`src/hdl/tsrl_pkg.sv`:
```
// ----------------------------------------------------------------------------
// tsrl_pkg
// Shared types and fixed widths of the timed sample ring lookup block.
// ----------------------------------------------------------------------------
package tsrl_pkg;

	localparam int STAMP_W     = 64;
	localparam int PAYLOAD_W   = 64;
	localparam int IN_TUSER_W  = 5;
	localparam int IN_TDATA_W  = 128;
	localparam int OUT_TUSER_W = 2;
	localparam int OUT_TDATA_W = 256;

	typedef enum logic [2:0] {
		ST_IDLE,
		ST_TRACK,
		ST_FIRST,
		ST_STEP,
		ST_CMP,
		ST_RESULT
	} state_t;

	typedef struct packed {
		logic load;
		logic append;
		logic set_empty;
		logic rd_first;
		logic chk_first;
		logic rd_mid;
		logic cmp_mid;
		logic out_ld;
	} cmd_t;

	typedef struct packed {
		logic query;
		logic veh_ok;
		logic hit;
		logic early;
		logic more;
		logic out_free;
	} sts_t;

endpackage

```
`src/hdl/tsrl_ctrl.sv`:
```
// ----------------------------------------------------------------------------
// tsrl_ctrl
// Sequencer for appends and binary-search queries over the track rings.
// ----------------------------------------------------------------------------
module tsrl_ctrl import tsrl_pkg::*; (
	input  logic clk,
	input  logic arst_n,
	input  logic s_tvalid,
	input  sts_t sts,
	output logic s_tready,
	output cmd_t cmd
);

	state_t state_q;
	state_t state_nx;

	always_ff @(posedge clk or negedge arst_n) begin
		if (!arst_n) begin
			state_q <= ST_IDLE;
		end else begin
			state_q <= state_nx;
		end
	end

	always_comb begin
		state_nx = state_q;
		case (state_q)
			ST_IDLE: begin
				if (s_tvalid) state_nx = ST_TRACK;
			end
			ST_TRACK: begin
				if (!sts.query) state_nx = ST_IDLE;
				else if (sts.hit) state_nx = ST_FIRST;
				else state_nx = ST_RESULT;
			end
			ST_FIRST: begin
				state_nx = sts.early ? ST_RESULT : ST_STEP;
			end
			ST_STEP: begin
				state_nx = sts.more ? ST_CMP : ST_RESULT;
			end
			ST_CMP: begin
				state_nx = ST_STEP;
			end
			ST_RESULT: begin
				if (sts.out_free) state_nx = ST_IDLE;
			end
			default: begin
				state_nx = ST_IDLE;
			end
		endcase
	end

	always_comb begin
		cmd      = '0;
		s_tready = 1'b0;
		case (state_q)
			ST_IDLE: begin
				s_tready = 1'b1;
				cmd.load = s_tvalid;
			end
			ST_TRACK: begin
				cmd.append    = !sts.query && sts.veh_ok;
				cmd.set_empty = sts.query && !sts.hit;
				cmd.rd_first  = sts.query && sts.hit;
			end
			ST_FIRST: begin
				cmd.chk_first = 1'b1;
			end
			ST_STEP: begin
				cmd.rd_mid = sts.more;
			end
			ST_CMP: begin
				cmd.cmp_mid = 1'b1;
			end
			ST_RESULT: begin
				cmd.out_ld = sts.out_free;
			end
			default: begin
				cmd = '0;
			end
		endcase
	end

endmodule

```
`config.mk`:
```
export PLATFORM = sky130hd
export DESIGN_NAME = tsrl_ctrl
export DESIGN_NICKNAME = d
export VERILOG_FILES = /design/src/hdl/tsrl_pkg.sv /design/src/hdl/tsrl_ctrl.sv
export SDC_FILE = /design/constraint.sdc
export NUM_CORES = 1
export LEC_CHECK = 0
export ABC_AREA = 1
export BUFFER_PORTS_ARGS = -buffer_cell sky130_fd_sc_hd__clkbuf_2
export CORE_AREA = 10 10 47 49
export CTS_BUF_LIST = sky130_fd_sc_hd__clkbuf_8
export DETAILED_ROUTE_END_ITERATION = 10
export DIE_AREA = 0 0 57 59
export SLEW_MARGIN = 15
export SYNTH_ARGS = -nofsm -noshare
export SYNTH_HDL_FRONTEND = slang
export SYNTH_SLANG_ARGS = --single-unit
export TNS_END_PERCENT = 5
```
`constraint.sdc`:
```
create_clock -name clk -period 2.4 [get_ports clk]
set_clock_uncertainty 0.1 [all_clocks]
set_input_delay 0.12 -clock clk [delete_from_list [all_inputs] [get_ports clk]]
set_output_delay 0.12 -clock clk [all_outputs]
set_load 0.1 [all_outputs]
```
==> results of run 1 <==
-- through the flow --
stage	cell area [um2]	setup slack (ps)
global route	415	540
global placement	360	886
CTS	415	645
detailed placement	360	878
finish	415	662
floorplan	255	262
-- worst max-delay path, delay by kind of cell (launching register included) --
family	cells	cell delay, ps
AND/OR/NAND/NOR	2	270
flip-flops	1	430
buffers and inverters	3	600
-- routing by layer --
metal,global-route usage,share of wire
met2,0.0605,0.38
met1,0.0489,0.43
met3,0.0408,0.16
met4,0.0604,0.029
met5,0,0
-- cell usage in the layout (no fill, tap or decap) --
| master | netlist | routed |
|---|---|---|
| clkbuf_2 | 0 | 17 |
| inv_1 | 9 | 10 |
| nor2_1 | 9 | 9 |
| nand2_1 | 5 | 5 |
| nand3_1 | 5 | 5 |
| inv_2 | 3 | 3 |
| clkbuf_8 | 0 | 3 |
| dfrtp_1 | 3 | 3 |
| nor2_2 | 2 | 2 |
| nand4_1 | 2 | 2 |
| nand3_2 | 1 | 1 |
| nor3_2 | 0 | 1 |
| o21ai_0 | 1 | 1 |
| o211ai_1 | 1 | 1 |
| dlygate4sd3_1 | 0 | 1 |
-- final timing paths --
path | slack [ps] | from | depth (start not counted) | endpoint
max | 660 | state_q[0] | 5 | cmd[4]
min | 100 | sts[0] | 4 | state_q[0]
max reg2reg | 1230 | state_q[1] | 6 | state_q[0]
min reg2reg | 480 | state_q[2] | 2 | state_q[1]
max in group asynchronous | 1950 | arst_n | 2 | state_q[1]
min in group asynchronous | 140 | arst_n | 2 | state_q[0]
-- cell type report --
cell class,count,area (um2)
Fill cell,174,986
Clock buffer,3,41.3
Sequential cell,3,75.1
Clock inverter,1,3.75
Timing Repair Buffer,18,95.1
Tap cell,16,20.0
Multi-Input combinational cell,27,135
Inverter,12,45.0
-- kinds of logic after synthesis --
logic type             Yosys count  share of synthesized area
buffers and inverters           12                      0.180
AO/OA/AOI/OAI                    2                     0.0500
flip-flops                       3                      0.300
AND/OR/NAND/NOR                 25                      0.470
==> load_flow_metrics.sql, run 1 <==
INSERT INTO impl_metrics (metric_group, metric, value, unit) VALUES
('critical_path', 'crit_arrival', '1520', 'ps'),
('yosys', 'synth_async_sr_flop_share', '1.00', ''),
('yosys', 'syn-cell-area', '250', 'um2'),
('floorplan', 'placeableCoreArea', '1400', 'um2'),
('layout', 'post_route_cells_drive_above_1_share', '0.422', ''),
('clock_tree', 'tritoncts_num_sinks', '3', ''),
('route', 'firstDrtPassIters', '4', ''),
('timing', 'timing.final.hold_violations', '0', ''),
('route', 'drt-wirelength-per-cell', '9.43', 'um'),
('yosys', 'sequential_element_share_of_the_synthesized_area', '0.300', ''),
('layout', 'largest_registers', 'state_q: 3 flops', ''),
('clock_tree', 'cts_made_buffers', '3', ''),
('yosys', 'syn_area_per_cell', '5.96', 'um2'),
('route', 'detailedRoute.firstIterationViolations', '10', ''),
('floorplan', 'rows', '14', ''),
('timing', 'final_min_period_over_clock_period', '0.724', ''),
('global_route', 'antenna_found_initial', '0', ''),
('global_route', 'overflow', '0', ''),
('floorplan', 'fp.dieArea', '3360', 'um2'),
('timing', 'finalMaxSlewViolations', '0', ''),
('timing', 'final_min_period', '1740', 'ps'),
('route', 'detail_route.wirelength', '754', 'um'),
('critical_path', 'worstSetupStartpointType', 'register', ''),
('clock_tree', 'clock_tree.root_cell', 'clkbuf_8', ''),
('route', 'drt.antenna.violating_nets', '0', ''),
('critical_path', 'category_of_the_most_critical_setup_path', 'reg -> out', ''),
('clock_tree', 'cts-hold-fix-buffers', '1', ''),
('critical_path', 'ordered_list_of_cells_on_the_worst_path', 'inv_2 -> nor2_2 -> nand4_1 -> inv_1 -> clkbuf_2', ''),
('yosys', 'postSynthRegisterBits', '3', ''),
('critical_path', 'worstSetupEndpointType', 'output pin', ''),
('flow_run', 'max_cap_violations', '0', ''),
('floorplan', 'pin_count', '18', ''),
('route', 'vias', '328', ''),
('critical_path', 'slowest_delay', '450', 'ps'),
('yosys', 'postSynth.topFlopCell', 'dfrtp_1', ''),
('clock_tree', 'clock_tree.buffer_depth', '2', ''),
('clock_tree', 'tritoncts', 'done', ''),
('placed_design', 'dpl.hpwl', '673', 'um'),
('clock_tree', 'path_clk_slew', '30', 'ps'),
('global_route', 'via_count_of_the_first_global_routing_pass', '316', ''),
('yosys', 'synth_common_cells', '9 x inv_1, 9 x nor2_1, 5 x nand2_1, 5 x nand3_1', ''),
('yosys', 'number_of_flops_mapped_to_enable_cells_by_yosys', '0', ''),
('layout', 'design.final.nets', '74', ''),
('critical_path', 'worst_ep_required_time', '2180', 'ps'),
('clock_tree', 'clock_insertion_delay_worst_skew', '210', 'ps'),
('timing', 'worst_hold_slack', '102', 'ps'),
('layout', 'final_cell_count_no_fill', '80', ''),
('global_route', 'wire_length_of_the_first_global_routing_pass', '1310', 'um'),
('critical_path', 'crit_path_top_delay_cell', 'clkbuf_2', ''),
('route', 'detail_route.vias_per_cell', '4.10', ''),
('timing', 'maxClockFrequency', '575', 'MHz'),
('layout', 'final_core_utilization', '0.296', ''),
('floorplan', 'initial_utilization', '0.179', ''),
('timing', 'final_setup_tns', '0', 'ps'),
('placed_design', 'numPortBuffers', '17', ''),
('layout', 'syn_to_final_growth', '66.0', '%'),
('placed_design', 'post-place-cells', '75', ''),
('global_route', 'gr-usage-all-layers', '0.0506', ''),
('clock_tree', 'deepest_level_of_the_cts_h_tree', '1', ''),
('placed_design', 'place.gp.congestion', '0.799', ''),
('yosys', 'post-synth-top-area-fraction', '0.300', ''),
('global_route', 'grt_max_degree', '9', ''),
('critical_path', 'timing.critical_path.fanout_max', '6', ''),
('yosys', 'yosysWarnings', '0', ''),
('yosys', 'synth.area.top_cells', 'dfrtp_1 30%, inv_1 14%, nor2_1 14%, nand3_1 10%, nand2_1 7.5%', ''),
('floorplan', 'die_h', '59', 'um'),
('yosys', 'postSynthCellCount', '42', ''),
('layout', 'insertedDiodeCount', '0', ''),
('outcome', 'run_status', 'completed', ''),
('timing', 'grt_setup_unrepaired', 'false', ''),
('floorplan', 'die_x', '57', 'um'),
('yosys', 'synth_top_cell_by_area', 'dfrtp_1', ''),
('timing', 'worst-slew-pin-transition', '544', 'ps'),
('clock_tree', 'post_cts.repair.setup_buffers', '0', ''),
('yosys', 'yosysUniqueCellTypes', '12', ''),
('clock_tree', 'ctsResizeCount', '0', ''),
('route', 'post-route-drc-count', '0', ''),
('layout', 'regMostFlops', 'state_q', ''),
('hold_path', 'hold_class', 'in -> reg', ''),
('yosys', 'synth_fp_nets', '51', ''),
('timing', 'relSlewSlack', '0.639', ''),
('timing', 'timing.final.setup_violations', '0', ''),
('layout', 'flip_flop_count_of_the_largest_register_after_layout', '3', '');
Power of run 1 is left out: the tool's default activity adds up to more than one toggle a clock period on the data nets, which glitch-free logic cannot reach.
==> run 2: changes to the inputs <==
==> constraint.sdc (replaced) <==
create_clock -name clk -period 1.5 [get_ports clk]
set_clock_uncertainty 0.1 [all_clocks]
set_input_delay 0.075 -clock clk [delete_from_list [all_inputs] [get_ports clk]]
set_output_delay 0.075 -clock clk [all_outputs]
set_load 0.1 [all_outputs]
==> run 2 against run 1 <==
Cell count is the same. Final area increased by 42%. Global-route usage is 0.29 points higher. Routed wire length rose by 15%. Highest routed layer unchanged. Via count grew 2.1%.
==> load_flow_metrics.sql, run 2 (synthesis results as in run 1) <==
INSERT INTO impl_metrics (metric_group, metric, value, unit) VALUES
('global_route', 'antenna_found_initial', '0', ''),
('timing', 'final_setup_tns', '0', 'ps'),
('route', 'firstDrtPassIters', '2', ''),
('clock_tree', 'clock_tree.root_cell', 'clkbuf_8', ''),
('critical_path', 'slowest_delay', '420', 'ps'),
('global_route', 'grt_max_degree', '9', ''),
('placed_design', 'numPortBuffers', '17', ''),
('floorplan', 'placeableCoreArea', '1400', 'um2'),
('clock_tree', 'path_clk_slew', '30', 'ps'),
('floorplan', 'fp.dieArea', '3360', 'um2'),
('floorplan', 'pin_count', '18', ''),
('critical_path', 'worst_path_most_repeated_cell', 'inv_2', ''),
('critical_path', 'worst_ep_required_time', '1320', 'ps'),
('critical_path', 'crit_arrival', '1270', 'ps'),
('clock_tree', 'clock_tree.buffer_depth', '2', ''),
('global_route', 'via_count_of_the_first_global_routing_pass', '365', ''),
('critical_path', 'timing.critical_path.fanout_max', '6', ''),
('critical_path', 'cp.buffers_inverters', '3', ''),
('floorplan', 'die_x', '57', 'um'),
('route', 'vias', '335', ''),
('route', 'detail_route.wirelength', '870', 'um'),
('floorplan', 'initial_utilization', '0.179', ''),
('layout', 'post_route_cells_drive_above_1_share', '0.578', ''),
('floorplan', 'die_h', '59', 'um'),
('critical_path', 'ordered_list_of_cells_on_the_worst_path', 'inv_2 -> nor2_4 -> nand4_1 -> inv_2 -> buf_12', ''),
('route', 'detail_route.vias_per_cell', '4.19', ''),
('timing', 'maxClockFrequency', '690', 'MHz'),
('layout', 'flip_flop_count_of_the_largest_register_after_layout', '3', ''),
('hold_path', 'min-delay-start', 'sts[0]', ''),
('route', 'drt.antenna.violating_nets', '0', ''),
('critical_path', 'worstSetupStartpointType', 'register', ''),
('critical_path', 'category_of_the_most_critical_setup_path', 'reg -> out', ''),
('floorplan', 'rows', '14', ''),
('critical_path', 'worstSetupEndpointType', 'output pin', ''),
('clock_tree', 'tritoncts', 'done', ''),
('placed_design', 'place.gp.congestion', '0.879', ''),
('timing', 'finalMaxSlewViolations', '0', ''),
('timing', 'grt_setup_unrepaired', 'true', ''),
('route', 'drt-wirelength-per-cell', '10.9', 'um'),
('timing', 'worst_hold_slack', '54.7', 'ps'),
('layout', 'fin_area', '589', 'um2'),
('timing', 'final.setup.worst_slack', '51.1', 'ps'),
('timing', 'final_min_period', '1450', 'ps'),
('critical_path', 'crit_path_top_delay_cell', 'dfrtp_2', ''),
('placed_design', 'dpl.hpwl', '710', 'um'),
('layout', 'layout.filler_cells', '141', ''),
('layout', 'syn_to_final_growth', '135', '%'),
('layout', 'design.final.nets', '74', ''),
('route', 'detailedRoute.firstIterationViolations', '4', ''),
('global_route', 'gr-usage-all-layers', '0.0535', ''),
('timing', 'timing.final.hold_violations', '0', ''),
('power', 'p_per_area', '2420', 'nW/um2'),
('route', 'post-route-drc-count', '0', ''),
('layout', 'multi_input_area', '171', 'um2'),
('hold_path', 'hold_class', 'in -> reg', ''),
('timing', 'relSlewSlack', '0.876', ''),
('timing', 'worst-slew-pin-transition', '185', 'ps'),
('power', 'worst_ir_drop_vdd', '1.15', 'mV'),
('layout', 'regMostFlops', 'state_q', ''),
('layout', 'seqCellArea', '77.6', 'um2'),
('critical_path', 'timing.critical_path.max_delay_family', 'flip-flops', ''),
('timing', 'final_min_period_over_clock_period', '0.966', ''),
('layout', 'largest_registers', 'state_q: 3 flops', ''),
('layout', 'insertedDiodeCount', '0', ''),
('flow_run', 'max_cap_violations', '0', ''),
('global_route', 'wire_length_of_the_first_global_routing_pass', '1400', 'um'),
('outcome', 'run_status', 'completed', ''),
('timing', 'timing.final.setup_violations', '0', ''),
('clock_tree', 'clock_insertion_delay_worst_skew', '220', 'ps'),
('clock_tree', 'deepest_level_of_the_cts_h_tree', '1', ''),
('clock_tree', 'cts_made_buffers', '3', ''),
('critical_path', 'worstSetupStartpoint', 'state_q[0]', ''),
('clock_tree', 'tritoncts_num_sinks', '3', ''),
('placed_design', 'placed_area', '517', 'um2'),
('global_route', 'overflow', '0', ''),
('critical_path', 'worst_r2r_src', 'state_q[1]', ''),
('placed_design', 'dp_slack', '228', 'ps'),
('power', 'standby_leakage_power', '0.000299', 'uW'),
('layout', 'layout_common_cells', '9 x inv_1, 9 x buf_12, 8 x clkbuf_2', '');
run 2: tightest hold or removal path: cells and delay by family:
family | cells | cell delay, ps
AND/OR/NAND/NOR | 2 | 100
buffers and inverters | 2 | 160
run 2: routing by layer:
layer  global-route usage  vias up  part of all wire
li1                     -      174                 -
met5                    0        -                 0
met3               0.0429        2              0.11
met2               0.0806       12              0.47
met1               0.0474      147              0.39
met4               0.0403        0             0.022
run 2: cell type report:
cell class,instances,share of cell area
sequential,3,0.132
multi-input combinational,27,0.291
timing repair buffer,18,0.391
clock inverter,1,0.00637
inverter,12,0.0764
clock buffer,3,0.0701
tap,16,0.0340
run 2: timing repair:
action,in CTS,in global routing
hold buffers,1,0
endpoints found under the hold margin,3,0
endpoints found under the setup margin,1,6
resized for setup,1,6
pin swaps,0,1
buffers inserted,0,0
run 2: power by group:
part,internal [uW],switching [uW]
clock network,174,56.3
registers,120,62.6
logic,329,685
total,623,804
run 2: path summary, 6_finish.rpt:
check	end	slack, ps	cells past startpoint
min in group asynchronous	state_q[2]	80	2
min reg2reg	state_q[1]	490	2
min	state_q[0]	50	4
max reg2reg	state_q[0]	340	6
max in group asynchronous	state_q[1]	1100	2
max	cmd[4]	50	5
run 2: stage by stage:
step,util,cells,total power (uW)
after floorplan,-,42,817
after CTS,0.409,80,1400
after global placement,0.369,75,1150
after detailed placement,0.369,75,1160
after global routing,0.421,80,1510
final,0.421,80,1430
Power figures use the tool's default switching activity.
==> run 3: changes to the inputs <==
--- a/config.mk
+++ b/config.mk
@@ -7,10 +7,10 @@
 export LEC_CHECK = 0
 export ABC_AREA = 1
 export BUFFER_PORTS_ARGS = -buffer_cell sky130_fd_sc_hd__clkbuf_2
-export CORE_AREA = 10 10 47 49
+export CORE_AREA = 2 2 39 41
 export CTS_BUF_LIST = sky130_fd_sc_hd__clkbuf_8
 export DETAILED_ROUTE_END_ITERATION = 10
-export DIE_AREA = 0 0 57 59
+export DIE_AREA = 0 0 41 43
 export SLEW_MARGIN = 15
 export SYNTH_ARGS = -nofsm -noshare
 export SYNTH_HDL_FRONTEND = slang
==> run 3 against run 2 <==
Die area shrank 48%. Cell count unchanged. Total power fell by 3.6%. Flip-flop and latch count unchanged. Combinational power about the same. Sequential share of layout area up 0.16 points. Final area decreased by 2.8%. Worst setup slack improved by 4.4 ps. Worst hold slack worse by 5.6 ps. Clock-buffer cell count unchanged. Largest cell class unchanged.
==> load_flow_metrics.sql, run 3 (synthesis results as in run 1) <==
INSERT INTO impl_metrics (metric_group, metric, value, unit) VALUES
('floorplan', 'rows', '14', ''),
('route', 'detail_route.vias_per_cell', '3.98', ''),
('global_route', 'grt_max_degree', '9', ''),
('route', 'detail_route.wirelength', '668', 'um'),
('layout', 'insertedDiodeCount', '0', ''),
('layout', 'design.final.nets', '74', ''),
('power', 'share_comb_of_total_power', '0.709', ''),
('timing', 'timing.final.setup_violations', '0', ''),
('floorplan', 'die_h', '43', 'um'),
('layout', 'final_common_cell', 'inv_1', ''),
('critical_path', 'regToRegEndpoint', 'state_q[0]', ''),
('power', 'cell_internal_pwr', '607', 'uW'),
('timing', 'relSlewSlack', '0.855', ''),
('clock_tree', 'cts_made_buffers', '3', ''),
('placed_design', 'dp_slack', '227', 'ps'),
('timing', 'final_min_period', '1440', 'ps'),
('clock_tree', 'post_cts.repair.setup_buffers', '0', ''),
('clock_tree', 'deepest_level_of_the_cts_h_tree', '1', ''),
('clock_tree', 'clock_tree.buffer_depth', '2', ''),
('hold_path', 'min_delay_path_depth', '4', ''),
('global_route', 'antenna_found_initial', '0', ''),
('floorplan', 'die_x', '41', 'um'),
('layout', 'regMostFlops', 'state_q', ''),
('placed_design', 'dpl.hpwl', '550', 'um'),
('power', 'net_switching_fraction_of_the_power', '0.559', ''),
('global_route', 'wire_length_of_the_first_global_routing_pass', '1210', 'um'),
('critical_path', 'slowest_delay', '390', 'ps'),
('critical_path', 'worst_r2r_src', 'state_q[1]', ''),
('flow_run', 'max_cap_violations', '0', ''),
('hold_path', 'worst_hold_end', 'state_q[0]', ''),
('layout', 'layout_common_cells', '10 x inv_1, 9 x buf_12, 8 x clkbuf_2', ''),
('power', 'p_per_area', '2400', 'nW/um2'),
('layout', 'largest_registers', 'state_q: 3 flops', ''),
('layout', 'syn_to_final_growth', '129', '%'),
('clock_tree', 'path_clk_slew', '30', 'ps'),
('floorplan', 'placeableCoreArea', '1380', 'um2'),
('route', 'firstDrtPassIters', '2', ''),
('critical_path', 'crit_arrival', '1270', 'ps'),
('route', 'detailedRoute.firstIterationViolations', '3', ''),
('power', 'share_seq_of_total_power', '0.123', ''),
('floorplan', 'fp.dieArea', '1760', 'um2'),
('timing', 'maxClockFrequency', '692', 'MHz'),
('global_route', 'gr-usage-all-layers', '0.106', ''),
('hold_path', 'hold_class', 'in -> reg', ''),
('critical_path', 'setup.reg_to_reg.worst_slack', '340', 'ps'),
('route', 'post-route-drc-count', '0', ''),
('power', 'standby_leakage_power', '0.000300', 'uW'),
('route', 'drt-wirelength-per-cell', '8.35', 'um'),
('critical_path', 'worstSetupEndpointType', 'output pin', ''),
('layout', 'post_route_cells_drive_above_1_share', '0.500', ''),
('power', 'power_frac_clock', '0.168', ''),
('route', 'vias', '318', ''),
('timing', 'timing.final.hold_violations', '0', ''),
('clock_tree', 'clock_insertion_delay_worst_skew', '220', 'ps'),
('outcome', 'run_status', 'completed', ''),
('layout', 'layout.filler_cells', '141', ''),
('placed_design', 'place.gp.congestion', '0.860', ''),
('layout', 'flip_flop_count_of_the_largest_register_after_layout', '3', ''),
('timing', 'final.setup.worst_slack', '55.6', 'ps'),
('power', 'power_switching', '769', 'uW'),
('critical_path', 'worst_ep_required_time', '1320', 'ps'),
('global_route', 'overflow', '0', ''),
('route', 'drt.antenna.violating_nets', '0', ''),
('power', 'worst_ir_drop_vdd', '0.814', 'mV'),
('floorplan', 'initial_utilization', '0.181', ''),
('clock_tree', 'clock_tree.root_cell', 'clkbuf_8', ''),
('floorplan', 'pin_count', '18', ''),
('placed_design', 'numPortBuffers', '17', ''),
('clock_tree', 'tritoncts', 'done', ''),
('critical_path', 'category_of_the_most_critical_setup_path', 'reg -> out', ''),
('critical_path', 'crit_path_top_delay_cell', 'dfrtp_1', ''),
('timing', 'final_min_period_over_clock_period', '0.963', ''),
('critical_path', 'worstSetupStartpointType', 'register', ''),
('timing', 'final_setup_tns', '0', 'ps'),
('timing', 'grt_setup_unrepaired', 'true', ''),
('critical_path', 'rr_worst_depth', '6', ''),
('critical_path', 'ordered_list_of_cells_on_the_worst_path', 'inv_2 -> nand2_1 -> nor3_4 -> buf_12', ''),
('timing', 'finalMaxSlewViolations', '0', ''),
('clock_tree', 'tritoncts_num_sinks', '3', ''),
('hold_path', 'min-delay-start', 'sts[0]', ''),
('global_route', 'via_count_of_the_first_global_routing_pass', '311', ''),
('critical_path', 'timing.critical_path.fanout_max', '8', ''),
('timing', 'worst-slew-pin-transition', '218', 'ps'),
('power', 'finalPower', '1380', 'uW');
## run 3: final cells by class
| type | instances | area (um2) | share of cell area |
|---|---|---|---|
| Clock buffer | 3 | 41.3 | 0.0721 |
| Tap cell | 16 | 20.0 | 0.0349 |
| Clock inverter | 1 | 3.75 | 0.00655 |
| Multi-Input combinational cell | 27 | 156 | 0.273 |
| Timing Repair Buffer | 18 | 230 | 0.402 |
| Inverter | 12 | 45.0 | 0.0786 |
| Sequential cell | 3 | 76.3 | 0.133 |
## run 3: power by group through the flow
| stage | sequential, uW | clock [uW] | combinational, uW |
|---|---|---|---|
| 2_1_floorplan | 156 | 0 | 661 |
| 3_3_place_gp | 162 | 0 | 981 |
| 3_5_place_dp | 167 | 0 | 981 |
| 4_1_cts | 169 | 240 | 985 |
| 5_1_grt | 174 | 247 | 1030 |
| 6_report | 169 | 231 | 976 |
## run 3: timing repair
| item | CTS | global route |
|---|---|---|
| hold endpoints to repair | 3 | 0 |
| resized for setup | 1 | 0 |
| setup endpoints to repair | 1 | 5 |
| gates cloned | 0 | 0 |
| hold buffers | 1 | 0 |
## run 3: how the worst max path moves through the flow
stage / cells after the start / startpoint / endpoint / slack, ps
after floorplan: 3 / state_q[1] / cmd[7] / -120
after global placement: 5 / state_q[0] / cmd[6] / 260
after detailed placement: 5 / state_q[0] / cmd[6] / 230
after CTS: 4 / state_q[1] / cmd[6] / 40
after global routing: 4 / state_q[1] / cmd[6] / -40
final: 4 / state_q[2] / cmd[2] / 60
## run 3: metrics by stage
stage	cells	instance area [um2]	hold WS [ps]	util
global route	80	573	66.0	0.414
finish	80	573	49.1	0.414
global placement	75	517	-225	0.373
floorplan	42	277	-321	-
detailed placement	75	517	-227	0.373
CTS	80	573	49.5	0.414
## run 3: critical path, delay by kind of cell, from the launching register on
family                 cells  cell delay (ps)
DFF                        1              390
and+or+nand+nor            2              330
buffers and inverters      2              330
## run 3: layer usage
metal	global-route usage	wire length, um	up-vias
met5	0	0	-
met4	0.100	20	0
met3	0.0314	54	2
met2	0.141	317	13
met1	0.127	275	131
li1	-	-	172
